==> config.mk <==
export PLATFORM = sky130hd
export DESIGN_NAME = pss_cell
export DESIGN_NICKNAME = d
export VERILOG_FILES = /design/src/hw/rtl/pss_pkg.sv /design/src/hw/rtl/pss_cell.sv
export SDC_FILE = /design/constraint.sdc
export NUM_CORES = 1
export LEC_CHECK = 0
export ABC_AREA = 0
export CAP_MARGIN = 25
export CORE_MARGIN = 2
export CORE_UTILIZATION = 50
export DETAILED_ROUTE_END_ITERATION = 6
export DONT_BUFFER_PORTS = 1
export HOLD_SLACK_MARGIN = 0.06
export PLACE_DENSITY = 0.7
export SYNTH_ARGS = -nofsm -noshare
export SYNTH_HDL_FRONTEND = slang
export SYNTH_SLANG_ARGS = --single-unit
==> constraint.sdc <==
create_clock -name clk -period 3 [get_ports clk]
set_input_delay 0.3 -clock clk [delete_from_list [all_inputs] [get_ports clk]]
set_output_delay 0.3 -clock clk [all_outputs]
set_load 0.05 [all_outputs]
==> src/hw/rtl/pss_pkg.sv <==
package pss_pkg;

  typedef enum logic [2:0] {
    CMD_PUSH_FRONT = 3'd0,
    CMD_PUSH_BACK  = 3'd1,
    CMD_POP_FRONT  = 3'd2,
    CMD_POP_BACK   = 3'd3,
    CMD_INSERT     = 3'd4,
    CMD_REMOVE     = 3'd5,
    CMD_GET        = 3'd6,
    CMD_SET        = 3'd7
  } cmd_t;

  typedef enum logic [1:0] {
    ST_OK    = 2'd0,
    ST_RANGE = 2'd1,
    ST_FULL  = 2'd2,
    ST_EMPTY = 2'd3
  } status_t;

  // per-cell action, broadcast along the chain
  typedef enum logic [1:0] {
    CELL_HOLD   = 2'd0,
    CELL_INSERT = 2'd1,
    CELL_REMOVE = 2'd2,
    CELL_WRITE  = 2'd3
  } cell_op_t;

  typedef enum logic {
    S_IDLE = 1'b0,
    S_EXEC = 1'b1
  } state_t;

  typedef struct packed {
    status_t  status;
    cell_op_t op;
    logic     rd;
    logic     grow;
    logic     shrink;
  } dec_t;

endpackage

==> src/hw/rtl/pss_cell.sv <==
module pss_cell #(
  parameter int W   = 32,
  parameter int IW  = 6,
  parameter int IDX = 0
) (
  input  logic              clk,
  input  pss_pkg::cell_op_t op,
  input  logic [IW-1:0]     idx,
  input  logic [W-1:0]      word,
  input  logic [W-1:0]      left,
  input  logic [W-1:0]      right,
  output logic [W-1:0]      q,
  output logic [W-1:0]      rd
);
  import pss_pkg::*;

  localparam logic [IW-1:0] MY_IDX = IW'(IDX);

  logic         at;
  logic         after;
  logic [W-1:0] q_next;

  assign at    = (idx == MY_IDX);
  assign after = (MY_IDX > idx);
  assign rd    = at ? q : '0;

  always_comb begin
    q_next = q;
    case (op)
      CELL_INSERT: begin
        if (at) q_next = word;
        else if (after) q_next = left;
      end
      CELL_REMOVE: begin
        if (at || after) q_next = right;
      end
      CELL_WRITE: begin
        if (at) q_next = word;
      end
      default: q_next = q;
    endcase
  end

  always_ff @(posedge clk) begin
    q <= q_next;
  end

endmodule

==> reports/results.txt <==
The worst setup path is captured at an output port. In this run, the number of DRC markers left after iteration 0 of detailed routing was 131. The antenna diode count was 0; the number of cells produced by synthesis was 230. The number of nets in the synthesized netlist is 335. The post-route core utilization is 53.3%, and the number of flip-flops under the largest register name is 32. Slowest cell on the critical path: sky130_fd_sc_hd__edfxtp_1. In this run the vertical extent of the chip is 72.4 um. The via count of the first global-routing pass is 1845. The total number of clock tree sinks was 32; the total cell area at the placement stage was 2270 sq um.

Sequential cells were found to cover 41.1% of the synthesized design area. STA classifies the critical path startpoint as a register. TritonCTS built the clock tree. The family with the most delay on the worst path was flip-flops. The arrival time at the worst endpoint was 1.52 ns. Measured along the x axis, the die boundary spans 72.4 um.

In this run the static leakage power is 0.915 nW. The post-route netlist has 7.08% of its cells at a drive strength greater than 1. In this run the mean area of a mapped cell was 10.2 sq um.

The total number of placement rows is 24. The number of failing hold endpoints at the final stage is 0, and the data required time of the worst path is 2.70 ns. After the last flow step, the layout net total stands at 316. The run gives 0 as the number of nets with antenna violations after routing. The areal power density over the cells came out at 408 nW/um^2.

The transition time of the tightest slew-check pin is 0.696 ns, and the total core area is 4410 sq um. The number of failing setup endpoints in the final timing report was 0; the post-synthesis cell area was 2340 sq um. Post-CTS timing repair inserted 0 buffers for setup.

Global routing finished with a remaining overflow of 0. The critical path goes through and3_1. The longest clock path from root to sink contains 2 buffers. The tools report the number of distinct library cell variants in the gate-level netlist after synthesis as 23. Across the VDD grid, the largest voltage drop is 203 uV.

The run gives 0 as the max-cap violation count. Static timing analysis puts the maximum clock frequency at 550 MHz. Setup repair after global routing left no endpoint under its margin.

For this run, design rule violations remaining after detail routing come to 0. Using the TritonRoute via totals, the vias-per-cell ratio works out to 7.52. The initial utilization of the core area, before any placement, comes to 52.9%.

The routed via count was 1986; the detailed placement HPWL was 4.22 mm. The H-tree generated during clock tree synthesis spans 2 levels. The share of synthesized area in the top cell type comes to 41.1%.

In this run, post-CTS hold repair placed 0 buffers. The root buffer cell was sky130_fd_sc_hd__clkbuf_8. In the final routed layout, each cell accounts on average for 23.5 um. The first global-routing pass estimated 9.18 mm of wire.

The shortest clock period the worst path allows after layout works out to 1.82 ns. The critical path starts at q[18]. Synthesis inferred 32 register bits.

Clock tree synthesis inserted a total of 5 buffers. The run finished with clean final reports. The tools report the total length of routed wires as 6.22 mm. Kind of path behind the tightest hold check: input port to register. The clock transition at the registers of the reported paths works out to 0.06 ns.

In the final layout, the registers with the most flip-flops are q: 32 flops. The run gives 5230 sq um as the floorplan die area. Entering global routing, the biggest net connects 69 pins. The period utilization is 60.6%, and the post-synthesis to final-layout area growth is 0.804%. Together, buffers and inverters on the worst path number 0. Register ranked first by flip-flop count: q. With fillers left out, the area of the finished cells amounts to 2350 sq um. The headroom to the max-slew limit is 53.6%, and the number of pins exceeding their max-slew limit in the final report is 0. The number of stages on the worst setup path works out to 1. The largest total area in the synthesized netlist belongs to sky130_fd_sc_hd__edfxtp_1. For this design the top-level I/O count stands at 169.

The routability congestion estimate came out at 0.817. By startpoint and endpoint, the worst setup path is classified as register to output port. For this run, the slowest stage of the critical path takes 0.68 ns.

In the global route stage, overall resource usage came out at 22.4%. First-pass detailed-route iteration total: 5. During placement, the flow inserted port buffers numbering 0.

The worst-path maximum fanout works out to 2. By area the synthesized netlist is led by sky130_fd_sc_hd__edfxtp_1 41%, sky130_fd_sc_hd__mux2i_1 13%, sky130_fd_sc_hd__a22oi_1 10%. The most critical setup path has its endpoint at rd[18]. For this run, the number of Yosys warnings is 0.

The tools report the number of antenna violations at the first check in global routing as 0. The number of instances resized during post-cts repair came out at 0. The sum of negative setup slack was 0 ns.
worst min path at each step:
stage	startpoint	to	cells past startpoint
after CTS	op[1]	q[16]	1
after global placement	op[1]	q[18]	1
after detailed placement	op[1]	q[2]	1
final	op[1]	q[16]	1
after floorplan	left[13]	q[13]	2
after global routing	op[1]	q[2]	1
final cells by class:
cell class | instances | area [sq um]
clock buffers | 7 | 76.3
clock inverters | 1 | 3.75
fillers | 403 | 2060
multi-input cells | 168 | 1210
flip-flops and latches | 32 | 961
well taps | 52 | 65.1
repair buffers | 4 | 42.5
Yosys cell counts (all sizes together):
| library cell | instances |
|---|---|
| mux2i | 31 |
| nor4 | 3 |
| nand2 | 1 |
| clkbuf | 19 |
| a31oi | 31 |
| o21ai | 31 |
| or4 | 1 |
| and3 | 32 |
| a22oi | 31 |
| buf | 11 |
| nor2 | 2 |
| or2 | 1 |
| o32ai | 1 |
| nor3 | 2 |
| nor3b | 1 |
| edfxtp | 32 |
power by group:
group          switching [W]  internal (W)  leakage (nW)
registers          0.0000166      0.000502         0.297
logic              0.0000705     0.0000598         0.577
clock network       0.000151      0.000161        0.0399
total               0.000238      0.000723         0.915
cell usage in the layout (no fill, tap or decap):
cell type,n
sky130_fd_sc_hd__and3_1,32
sky130_fd_sc_hd__edfxtp_1,32
sky130_fd_sc_hd__mux2i_1,31
sky130_fd_sc_hd__a31oi_1,31
sky130_fd_sc_hd__a22oi_1,31
sky130_fd_sc_hd__o21ai_1,29
sky130_fd_sc_hd__clkbuf_8,5
sky130_fd_sc_hd__buf_4,3
sky130_fd_sc_hd__o21ai_0,2
sky130_fd_sc_hd__clkbuf_1,2
sky130_fd_sc_hd__nor4_4,1
sky130_fd_sc_hd__nor3_1,1
sky130_fd_sc_hd__nor3b_1,1
sky130_fd_sc_hd__or4_4,1
sky130_fd_sc_hd__or2_2,1
sky130_fd_sc_hd__nor4_2,1
sky130_fd_sc_hd__nor2_4,1
sky130_fd_sc_hd__nand2_1,1
sky130_fd_sc_hd__o32ai_1,1
sky130_fd_sc_hd__nor4_1,1
sky130_fd_sc_hd__nor2_1,1
sky130_fd_sc_hd__nor3_4,1
sky130_fd_sc_hd__clkinv_1,1
sky130_fd_sc_hd__buf_12,1
per-layer routing:
metal / GRT usage [%] / routed length, um
met1: 27.4 / 2350
met2: 39.0 / 3170
met3: 5.83 / 660
met4: 5.66 / 34
met5: 0 / 0
stage by stage:
| step | power, W | setup slack, ns | hold slack (ns) | cells |
|---|---|---|---|---|
| 2_1_floorplan | 0.000663 | 0.173 | 0.583 | 230 |
| 3_3_place_gp | 0.000651 | 0.949 | 0.542 | 256 |
| 3_5_place_dp | 0.000658 | 0.912 | 0.542 | 256 |
| 4_1_cts | 0.000970 | 1.17 | 0.242 | 264 |
| 5_1_grt | 0.00101 | 1.13 | 0.233 | 264 |
| 6_report | 0.000962 | 1.18 | 0.256 | 264 |
kinds of logic (layout without fill, tap and decap cells):
kind of cell           after synthesis  after routing  share of synthesized area [%]
AO/OA/AOI/OAI                       94             94                           25.3
buffers and inverters               30             12                           7.82
flip-flops                          32             32                           41.1
multiplexers                        31             31                           13.3
AND/OR/NAND/NOR                     43             43                           12.5
Power figures use the tool's default switching activity.
