File: config.mk
export PLATFORM = sky130hd
export DESIGN_NAME = pss_decode
export DESIGN_NICKNAME = d
export VERILOG_FILES = /design/src/hw/rtl/pss_pkg.sv /design/src/hw/rtl/pss_decode.sv
export SDC_FILE = /design/constraint.sdc
export NUM_CORES = 1
export LEC_CHECK = 0
export ABC_AREA = 1
export ABC_CLOCK_PERIOD_IN_PS = 7600
export BUFFER_PORTS_ARGS = -buffer_cell sky130_fd_sc_hd__buf_2
export CAP_MARGIN = 10
export CORE_ASPECT_RATIO = 1.25
export CORE_MARGIN = 5
export CORE_UTILIZATION = 47
export DETAILED_ROUTE_END_ITERATION = 8
export PLACE_DENSITY = 0.84
export SLEW_MARGIN = 40
export SYNTH_ARGS = -nofsm -noshare
export SYNTH_HDL_FRONTEND = slang
export SYNTH_SLANG_ARGS = --single-unit
export TNS_END_PERCENT = 1
File: constraint.sdc
create_clock -name vclk -period 7.6
set_clock_uncertainty 0.15 [all_clocks]
set_input_delay 0.38 -clock vclk [all_inputs]
set_output_delay 0.38 -clock vclk [all_outputs]
set_load 0.01 [all_outputs]
File: src/hw/rtl/pss_pkg.sv
package pss_pkg;

  typedef enum logic [2:0] {
    CMD_PUSH_FRONT = 3'd0,
    CMD_PUSH_BACK  = 3'd1,
    CMD_POP_FRONT  = 3'd2,
    CMD_POP_BACK   = 3'd3,
    CMD_INSERT     = 3'd4,
    CMD_REMOVE     = 3'd5,
    CMD_GET        = 3'd6,
    CMD_SET        = 3'd7
  } cmd_t;

  typedef enum logic [1:0] {
    ST_OK    = 2'd0,
    ST_RANGE = 2'd1,
    ST_FULL  = 2'd2,
    ST_EMPTY = 2'd3
  } status_t;

  // per-cell action, broadcast along the chain
  typedef enum logic [1:0] {
    CELL_HOLD   = 2'd0,
    CELL_INSERT = 2'd1,
    CELL_REMOVE = 2'd2,
    CELL_WRITE  = 2'd3
  } cell_op_t;

  typedef enum logic {
    S_IDLE = 1'b0,
    S_EXEC = 1'b1
  } state_t;

  typedef struct packed {
    status_t  status;
    cell_op_t op;
    logic     rd;
    logic     grow;
    logic     shrink;
  } dec_t;

endpackage

File: src/hw/rtl/pss_decode.sv
module pss_decode #(
  parameter int CAPACITY = 64
) (
  input  pss_pkg::cmd_t                    cmd,
  input  logic signed [7:0]                position,
  input  logic [$clog2(CAPACITY+1)-1:0]    count,
  output pss_pkg::dec_t                    dec,
  output logic [$clog2(CAPACITY)-1:0]      idx
);
  import pss_pkg::*;

  localparam int CW = $clog2(CAPACITY + 1);
  localparam int IW = $clog2(CAPACITY);
  localparam int PW = ((CW + 1 > 8) ? CW + 1 : 8) + 1;

  logic signed [PW-1:0] pos_s;
  logic signed [PW-1:0] len_s;
  logic signed [PW-1:0] p;
  logic                 full;
  logic                 empty;
  logic                 oor_get;
  logic                 oor_ins;
  logic [CW-1:0]        last;

  assign pos_s   = PW'(position);
  assign len_s   = $signed({{(PW-CW){1'b0}}, count});
  assign p       = (position < 0) ? pos_s + len_s : pos_s;
  assign full    = (count >= CW'(CAPACITY));
  assign empty   = (count == '0);
  assign oor_get = (p < 0) || (p >= len_s);
  assign oor_ins = (p < 0) || (p > len_s);
  assign last    = count - CW'(1);

  always_comb begin
    dec = '{status: ST_OK, op: CELL_HOLD, rd: 1'b0, grow: 1'b0, shrink: 1'b0};
    idx = p[IW-1:0];
    case (cmd)
      CMD_PUSH_FRONT: begin
        idx = '0;
        if (full) dec.status = ST_FULL;
        else begin
          dec.op   = CELL_INSERT;
          dec.grow = 1'b1;
        end
      end
      CMD_PUSH_BACK: begin
        idx = count[IW-1:0];
        if (full) dec.status = ST_FULL;
        else begin
          dec.op   = CELL_INSERT;
          dec.grow = 1'b1;
        end
      end
      CMD_POP_FRONT: begin
        idx = '0;
        if (empty) dec.status = ST_EMPTY;
        else begin
          dec.op     = CELL_REMOVE;
          dec.rd     = 1'b1;
          dec.shrink = 1'b1;
        end
      end
      CMD_POP_BACK: begin
        idx = last[IW-1:0];
        if (empty) dec.status = ST_EMPTY;
        else begin
          dec.op     = CELL_REMOVE;
          dec.rd     = 1'b1;
          dec.shrink = 1'b1;
        end
      end
      CMD_INSERT: begin
        if (oor_ins) dec.status = ST_RANGE;
        else if (full) dec.status = ST_FULL;
        else begin
          dec.op   = CELL_INSERT;
          dec.grow = 1'b1;
        end
      end
      CMD_REMOVE: begin
        if (empty) dec.status = ST_EMPTY;
        else if (oor_get) dec.status = ST_RANGE;
        else begin
          dec.op     = CELL_REMOVE;
          dec.rd     = 1'b1;
          dec.shrink = 1'b1;
        end
      end
      CMD_GET: begin
        if (oor_get) dec.status = ST_RANGE;
        else dec.rd = 1'b1;
      end
      CMD_SET: begin
        if (oor_get) dec.status = ST_RANGE;
        else dec.op = CELL_WRITE;
      end
      default: dec.status = ST_RANGE;
    endcase
  end

endmodule

==> metrics.log <==
INFO  metric outcome = complete, no violations
INFO  metric portBuffers = 31
INFO  metric dr.pass1.iters = 4
INFO  metric postCtsResizedCells = 0
INFO  metric per_cell_routed_wire_length = 11.46 microns
INFO  metric report.final.setup_viol = 0
INFO  metric most_frequent_cells_after_synthesis = sky130_fd_sc_hd__nand2_1 (56), sky130_fd_sc_hd__inv_1 (22), sky130_fd_sc_hd__ha_1 (16)
INFO  metric timing_hold_violations_final = 0
INFO  metric ys_top_cells_by_area = sky130_fd_sc_hd__nand2_1 (22%), sky130_fd_sc_hd__ha_1 (21%), sky130_fd_sc_hd__inv_1 (8.6%)
INFO  metric place_inst = 219
INFO  metric routedLengthMet1 = 1.103 mm
INFO  metric num_io_pins = 31
INFO  metric post-synth-top-area-cell = sky130_fd_sc_hd__nand2_1
INFO  metric drive_gt1_share = 19.60%
INFO  metric number_of_antenna_diodes = 0
INFO  metric wl_met2 = 1.289 mm
INFO  metric synth-warning-count = 0
INFO  metric nets = 236
INFO  metric cellPowerDensity = 75.36 nW/um^2
INFO  metric fin_crit_period = 3.469 ns
INFO  metric synth_cell_type_count = 28
INFO  metric synth.avg_cell_area = 5.652 sq um
INFO  metric first_global_vias = 1029
INFO  metric initial_core_util = 49.04%
INFO  metric fmaxAchievable = 288.3 MHz
INFO  metric dominant_cell_by_count_in_the_synthesized_netlist = sky130_fd_sc_hd__nand2_1
INFO  metric worst-endpoint-required = 7.07 ns
INFO  metric worst-endpoint-arrival = 2.94 ns
INFO  metric worst_setup_path_end_kind = primary output
INFO  metric critical_path_peak_fanout = 5
INFO  metric syn_inst = 170
INFO  metric worst_slew_pin_slew = 0.3504 ns
INFO  metric global_route_usage_sum = 15.94%
INFO  metric place.detailed.hpwl = 2.175 mm
INFO  metric clock_buffer_count = 0
INFO  metric fin_worst_hold_slack = 0.9566 ns
INFO  metric post-cts-setup-buffers = 0
INFO  metric route.detailed.vias_per_inst = 5.379
INFO  metric die_area = 3054 sq um
INFO  metric vias = 1178
INFO  metric die_height = 60.56 microns
INFO  metric max-slew-margin-rel = 76.46%
INFO  metric synth.yosys.seq_area_share = 0%
INFO  metric clock_power_share = 0%
INFO  metric wl_met3 = 107 microns
INFO  metric fillCellCount = 216
INFO  metric totalNegativeSetupSlack = 0 ns
INFO  metric rows = 18
INFO  metric drv_cap = 0
INFO  metric layout.sequential_cells = 0
INFO  metric final_cell_count_no_fill = 219
INFO  metric gr-total-overflow = 0
INFO  metric sequential_cell_area = 0 sq um
INFO  metric die_w = 50.44 microns
INFO  metric core-area = 1959 sq um
INFO  metric timing.hold.worst.class = in2out
INFO  metric p_int = 0.03424 mW
INFO  metric max-vdd-ir-drop = 0.03035 mV
INFO  metric seq_power_share = 0%
INFO  metric p_switching = 0.05100 mW
INFO  metric synth_top_area_share = 21.88%
INFO  metric grt_pass1_wl = 4.064 mm
INFO  metric number_of_antenna_violations_at_the_first_check_in_global_routing = 0
INFO  metric final_min_period_over_clock_period = 45.65%
INFO  metric synthToLayoutAreaGrowth = 17.71%
INFO  metric maxUsedRoutingLayer = met4
INFO  metric crit_path_start_kind = input pin
INFO  metric routabilityCongestion = 0.8663
INFO  metric cellLeakagePower = 0.6675 nW
INFO  metric synth.net_count = 205
INFO  metric swShare = 59.84%
INFO  metric fraction_of_power_consumed_by_combinational_cells = 100.0%
INFO  metric grt_setup_unrepaired = false
INFO  metric hp-start = count[6]
INFO  metric multiInputGateArea = 868.3 sq um
INFO  metric timing.setup.critical_path_class = in2out
INFO  metric syn-cell-area = 960.9 sq um
INFO  metric finalMaxSlewViolations = 0
INFO  metric postCtsHoldBufs = 0
INFO  metric routed_wire_length = 2.509 mm
INFO  metric final_antenna_net_count = 0
INFO  metric drt_first_iter_violations = 22
INFO  metric largest_net_degree_at_the_start_of_global_routing = 15
INFO  metric worst_setup_path_startpoint = count[0]
INFO  metric drc_errors = 0
## stage by stage
stage                     power (mW)  area [sq um]  util (%)  setup slack, ns
after floorplan              0.05968         960.9         -            4.550
after global placement       0.08327          1131     57.73            4.179
after detailed placement     0.08462          1131     57.73            4.166
after CTS                    0.08507          1131     57.73            4.157
after global routing         0.09696          1131     57.73            3.928
final                        0.08524          1131     57.73            4.131
## routing by layer
metal  track usage, %  up-vias
li1                 -      632
met1            19.94      517
met2            31.03       27
met3           0.7371        2
met4            1.095        0
met5                0        -
## final timing paths
kind                 end  cells past startpoint
setup / recovery  dec[5]                     18
hold / removal    dec[6]                      4
## power groups by stage
stage	Combinational, mW	Clock (mW)	Sequential, mW
after floorplan	0.0597	0	0
after global routing	0.0970	0	0
final	0.0852	0	0
after detailed placement	0.0846	0	0
after CTS	0.0851	0	0
after global placement	0.0833	0	0
## cell type report
class              count  share of cell area, %
multi-input cells    146                  76.77
inverters             22                  7.301
well taps             20                  2.212
repair buffers        31                  13.72
## placed cells by master (no fill, tap or decap), drive strengths merged
cell,Yosys,final
nand2,58,58
buf,2,31
inv,22,22
nand3,17,17
ha,16,16
nor2,15,15
a21oi,11,11
o221ai,3,3
xnor2,3,3
o21ai,3,3
nand4,3,3
nor3,3,3
and3,2,2
o211ai,2,2
or2,2,2
mux2i,1,1
a21boi,1,1
xor2,1,1
a21o,1,1
o31ai,1,1
a31o,1,1
a22oi,1,1
fa,1,1
## logic make-up (layout without fill, tap and decap cells)
logic type | after synthesis | after routing | share of synthesized area (%)
fa+ha+maj | 17 | 17 | 22.92
mux | 1 | 1 | 1.042
xor+xnor | 4 | 4 | 3.646
compound gates | 24 | 24 | 15.63
buf+inv | 24 | 53 | 9.636
simple gates | 100 | 100 | 47.14
## critical path, stage by stage
cell and delay [ns]:
sky130_fd_sc_hd__buf_2 0.13, sky130_fd_sc_hd__ha_1 0.20, sky130_fd_sc_hd__fa_1 0.41, sky130_fd_sc_hd__nand3_1 0.10, sky130_fd_sc_hd__nand2_1 0.11, sky130_fd_sc_hd__a31o_2 0.23
sky130_fd_sc_hd__a22oi_1 0.20, sky130_fd_sc_hd__ha_1 0.27, sky130_fd_sc_hd__nand2_1 0.07, sky130_fd_sc_hd__inv_1 0.05, sky130_fd_sc_hd__and3_1 0.17, sky130_fd_sc_hd__nand2_1 0.09
sky130_fd_sc_hd__nand2_1 0.09, sky130_fd_sc_hd__nor2_4 0.13, sky130_fd_sc_hd__nand2_1 0.07, sky130_fd_sc_hd__nand2_1 0.07, sky130_fd_sc_hd__nand3_2 0.05, sky130_fd_sc_hd__buf_2 0.13
Power figures use the tool's default switching activity.
